==> src/hw/rtl/fdq_pkg.sv <==
// ---------------------------------------------------------------------------
// fdq_pkg
// Shared types, constants and basis helper for the 8x8 forward DCT quantizer.
// ---------------------------------------------------------------------------
package fdq_pkg;

  // field and store widths
  localparam int PIX_W    = 8;
  localparam int ROW_W    = 20;
  localparam int COEF_W   = 14;
  localparam int ROW_FRAC = 9;

  // defaults for the top level parameters
  localparam int COEF_FRAC_BITS_DEF = 3;
  localparam int COS_BITS_DEF       = 14;

  // reciprocal multiply for the quantizer divide
  localparam int RECIP_SHIFT = 24;
  localparam int RECIP_W     = 21;

  // cos(j*pi/16) scaled by 2^23
  localparam int COS_TAB [9] = '{
    8388608, 8227423, 7750063, 6974873, 5931642,
    4660461, 3210181, 1636536, 0
  };

  // luminance quantization table, row-major
  localparam logic [6:0] LUM_Q [64] = '{
    7'd16, 7'd11, 7'd10, 7'd16, 7'd24, 7'd40, 7'd51, 7'd61,
    7'd12, 7'd12, 7'd14, 7'd19, 7'd26, 7'd58, 7'd60, 7'd55,
    7'd14, 7'd13, 7'd16, 7'd24, 7'd40, 7'd57, 7'd69, 7'd56,
    7'd14, 7'd17, 7'd22, 7'd29, 7'd51, 7'd57, 7'd80, 7'd62,
    7'd18, 7'd22, 7'd37, 7'd56, 7'd68, 7'd109, 7'd103, 7'd77,
    7'd24, 7'd35, 7'd55, 7'd64, 7'd81, 7'd104, 7'd113, 7'd92,
    7'd49, 7'd64, 7'd78, 7'd87, 7'd103, 7'd121, 7'd120, 7'd101,
    7'd72, 7'd92, 7'd95, 7'd98, 7'd112, 7'd100, 7'd103, 7'd99
  };

  // one sample moving down the cell chain
  typedef struct packed {
    logic             vld;
    logic [2:0]       n;
    logic [2:0]       tag;
    logic [ROW_W-1:0] data;
  } fdq_link_t;

  // write request into the row pass store
  typedef struct packed {
    logic             vld;
    logic [5:0]       addr;
    logic [ROW_W-1:0] data;
  } fdq_row_wr_t;

  // write request into the coefficient store
  typedef struct packed {
    logic              vld;
    logic [5:0]        addr;
    logic [COEF_W-1:0] data;
  } fdq_col_wr_t;

  // basis constant 0.5*c(k)*cos((2n+1)k*pi/16) with cos_bits fraction bits
  function automatic logic signed [19:0] basis(input logic [2:0] k, input logic [2:0] n,
                                               input int cos_bits);
    logic [4:0] m;
    logic [3:0] j;
    logic       neg;
    int         mag;
    m   = 5'({1'b0, n, 1'b1} * {2'b00, k});
    neg = 1'b0;
    if (k == 3'd0) begin
      j = 4'd4;
    end else if (m <= 5'd8) begin
      j = 4'(m);
    end else if (m <= 5'd16) begin
      j   = 4'(5'd16 - m);
      neg = 1'b1;
    end else if (m <= 5'd24) begin
      j   = 4'(m - 5'd16);
      neg = 1'b1;
    end else begin
      j = 4'(6'd32 - {1'b0, m});
    end
    mag = (COS_TAB[j] + (1 << (23 - cos_bits))) >> (24 - cos_bits);
    return neg ? 20'(-mag) : 20'(mag);
  endfunction

endpackage

==> src/hw/rtl/fdq_cell.sv <==
// ---------------------------------------------------------------------------
// fdq_cell
// One frequency cell: multiply-accumulate of 8 samples, forwards each sample.
// ---------------------------------------------------------------------------
module fdq_cell import fdq_pkg::*; #(
  parameter int K        = 0,
  parameter int COS_BITS = COS_BITS_DEF,
  parameter int ACC_W    = ROW_W + COS_BITS_DEF + 4
) (
  input  logic                    clk_i,
  input  logic                    rst_ni,
  input  fdq_link_t               link_i,
  output fdq_link_t               link_o,
  output logic                    done_o,
  output logic [2:0]              tag_o,
  output logic signed [ACC_W-1:0] acc_o
);

  localparam int B_W = COS_BITS + 1;
  localparam int P_W = ROW_W + B_W;

  logic signed [B_W-1:0]   coef;
  logic signed [P_W-1:0]   prod;
  logic signed [ACC_W-1:0] acc_d, acc_q;
  fdq_link_t               link_q;
  logic                    done_q;
  logic [2:0]              tag_q;

  // basis for this frequency at the sample position
  assign coef = B_W'(basis(3'(K), link_i.n, COS_BITS));
  assign prod = $signed(link_i.data) * coef;

  // restart the sum on the first sample of a group
  always_comb begin
    if (link_i.n == 3'd0) begin
      acc_d = ACC_W'(prod);
    end else begin
      acc_d = acc_q + ACC_W'(prod);
    end
  end

  // forwarded sample and done flag
  always_ff @(posedge clk_i or negedge rst_ni) begin
    if (!rst_ni) begin
      link_q <= '0;
      done_q <= 1'b0;
    end else begin
      link_q <= link_i;
      done_q <= link_i.vld && (link_i.n == 3'd7);
    end
  end

  // running sum
  always_ff @(posedge clk_i) begin
    if (link_i.vld) begin
      acc_q <= acc_d;
      tag_q <= link_i.tag;
    end
  end

  assign link_o = link_q;
  assign done_o = done_q;
  assign tag_o  = tag_q;
  assign acc_o  = acc_q;

endmodule

==> config.mk <==
export PLATFORM = sky130hd
export DESIGN_NAME = fdq_cell
export DESIGN_NICKNAME = d
export VERILOG_FILES = /design/src/hw/rtl/fdq_pkg.sv /design/src/hw/rtl/fdq_cell.sv
export SDC_FILE = /design/constraint.sdc
export NUM_CORES = 1
export LEC_CHECK = 0
export ABC_AREA = 1
export BUFFER_PORTS_ARGS = -buffer_cell sky130_fd_sc_hd__buf_2
export CAP_MARGIN = 10
export CORE_MARGIN = 10
export CORE_UTILIZATION = 35
export CTS_BUF_LIST = sky130_fd_sc_hd__clkbuf_2
export CTS_CLUSTER_SIZE = 25
export DETAILED_ROUTE_END_ITERATION = 7
export GPL_TIMING_DRIVEN = 0
export SLEW_MARGIN = 15
export SYNTH_ARGS = -nofsm -noshare
export SYNTH_HDL_FRONTEND = slang
export SYNTH_SLANG_ARGS = --single-unit
==> constraint.sdc <==
create_clock -name clk_i -period 2.8 [get_ports clk_i]
set_clock_uncertainty 0.05 [all_clocks]
set_input_delay 0.28 -clock clk_i [delete_from_list [all_inputs] [get_ports clk_i]]
set_output_delay 0.28 -clock clk_i [all_outputs]
set_load 0.005 [all_outputs]
==> impl_metrics.ini <==
[global_route]
grt_max_degree = 44
grt_use_total_pct = 17.48
grt_antenna_before_repair = 2
grt_pass1_vias = 9624
globalRoute.totalOverflow = 0
grt_first_pass_wirelength_um = 50260

[synthesis]
seq_area_frac_synth_pct = 19.17
yosysTopAreaCell = ha_1
syn_nets = 1580
synth-async-reset-ratio_pct = 40.58
yosysMostFrequentCell = nand2_1
synth_area_um2 = 10080
netlist_top_cells_count = 312 x nand2_1, 273 x inv_1, 163 x ha_1
synth_cells = 1312
synth_top_area_share_pct = 20.24
yosys_most_used_dff = edfxtp_1
synth_warnings = 0
syn_area_per_cell_um2 = 7.680
ys_seq_elements = 69
synth_area_leaders = ha_1 20%, fa_1 15%, edfxtp_1 12%
synth-edff-count = 41
synth_cell_types = 40

[timing]
timing.final.hold_violations = 0
min_period_ns = 5.188
rsz0062_at_grt = true
setup_ws_ns = -2.388
maxSlewViolCount = 0
finalCritPeriodShare_pct = 185.3
tightest_slew_ns = 1.040
finalSetupViolations = 28
relSlewSlack_pct = 30.66
max_freq_mhz = 192.7

[setup_path]
path_common_cell = nand2_1
critPathMaxStageDelay_ns = 0.53
crit_buf_inv = 5
reg2reg_slack_ns = 0.29
cp_max_fo = 9
cp.required_ns = 3.14
critPathLaunchType = input pin
critical-path-top-delay-family = adder cells
cp-end-kind = flip-flop
path_class = input pin to flip-flop
cpMaxStageDelayCell = fa_2
arrival_ns = 5.53

[placed_design]
gp_congestion = 0.9288
place_ws_ns = -3.445
io_buffers = 97
place_hpwl_um = 24130

[drt]
drtPass1Iterations = 5
num_vias = 9505
drt-total-wl_um = 32550
drt-wirelength-per-cell_um = 16.88
antenna_left = 0
avgViaCountPerCell = 4.930
drtIter0Drc = 486
drc_errors = 0

[cells_and_area]
final-seq-area_um2 = 1932
n_fill_cell = 2590
syn2layout_area_growth_pct = 51.63
multiInputGateArea_um2 = 9947
drive_gt1_share_pct = 43.22
final_nets = 1804

[die]
die_area_um2 = 35970
num_rows = 62
io_pins = 98
start_util_pct = 35.30
core_um2 = 28550
die_h_um = 189.7
die_w_um = 189.7

[clock_network]
cts.path.max_buffers = 2
cts.sinks = 69
cts.clk_slew.worst_paths_ns = 0.23
clk_latency_ns = 0.65
root_buffer = clkbuf_2
cts_tree = done
cts_buffers = 9
htreeDepth = 3

[run_status]
violations = setup timing
outcome = finished with violations

[hold_path]
hp-class = input pin to flip-flop

[run]
drv_cap = 0
cell families (layout without fill, tap and decap cells):
kind of cell / Yosys count / after routing / share of synthesized area [%]
simple gates: 542 / 542 / 23.63
buf+inv: 285 / 514 / 10.78
fa+ha+maj: 239 / 239 / 35.34
xor+xnor: 28 / 28 / 2.657
compound gates: 149 / 149 / 8.419
flops: 69 / 69 / 19.17
other cells: 0 / 3 / 0
state kept, by name, indices dropped and copies added (netlist names):
register / flops
acc_o: 38
done_o: 1
link_o: 27
tag_o: 3
worst reg2reg max path, delay by kind of cell (launching register included):
kind	cells	cell delay (ns)
compound gates	2	0.35
fa+ha+maj	2	0.59
buf+inv	2	0.18
flops	1	0.41
simple gates	7	0.70
per-stage QoR:
step | cells | instance area, µm² | util (%) | hold slack (ns) | setup TNS (ns)
after floorplan | 1312 | 11220 | - | -0.06559 | -62.02
after global placement | 1793 | 12180 | 42.67 | 0.2966 | -85.22
after detailed placement | 1793 | 12180 | 42.67 | 0.3123 | -86.45
after CTS | 1899 | 14360 | 50.28 | 0.04247 | -55.56
after global routing | 1928 | 15280 | 53.52 | 0.08240 | -61.54
final | 1928 | 15280 | 53.52 | 0.05547 | -57.23
layout by cell type, fill, tap and decap left out, types with 9 or more instances in the layout:
cell type        n
dlygate4sd3_1   27
o21ai_2         14
nand2_1        228
a21oi_4         30
edfxtp_1        41
buf_4           78
nor3_2          10
buf_2           78
nand2_4         41
fa_1            71
ha_4            78
nor2_1          36
nand2_2         58
dfrtp_1         28
buf_12          11
o21ai_1         13
ha_1            80
a21oi_1         18
inv_2           54
a21oi_2         26
inv_1          221
o21bai_4         9
nand4_1         11
nand3_1         41
nand3_2         18
nor2_2          23
buf_6           20
xor2_4          13
clkbuf_2         9
nor2_4          36
nand3b_1        12
o21ai_0         14
worst paths after layout:
kind / start / cells after the start / endpoint
min in group asynchronous: rst_ni / 2 / link_o[19]
max in group asynchronous: rst_ni / 2 / link_o[0]
worst max-delay path: link_i[19] / 28 / acc_o[32]
worst min register to register: acc_o[0] / 3 / acc_o[0]
worst max register to register: acc_o[0] / 13 / acc_o[32]
worst min-delay path: link_i[0] / 4 / acc_o[0]
per-layer routing:
metal  vias to the layer above  track usage, %  part of all wire, %
met3                        53           2.636                  3.9
met4                         0           4.151                  2.0
met2                       211           30.96                   51
met5                         -               0                    0
li1                       4622               -                    -
met1                      4619           21.82                   43
layout make-up:
type / count / share of cell area, %
Clock buffer: 9 / 0.2948
Inverter: 277 / 6.879
Clock inverter: 7 / 0.4258
Tap cell: 384 / 3.145
Buffer: 8 / 0.3440
Sequential cell: 69 / 12.64
Antenna cell: 3 / 0.04914
Timing Repair Buffer: 213 / 11.11
Multi-Input combinational cell: 958 / 65.11
timing repair:
action                                  4_1_cts  5_1_grt
resized for setup                           272      168
setup buffers                                64       26
pin swaps                                   167      148
endpoints found under the setup margin       28       28
cloned                                        0        0
hold buffers                                 27        0
hold endpoints to repair                     63        0
Power is not shown: default switching activity piles up to over one toggle a cycle in this logic, so the estimate is an artifact.
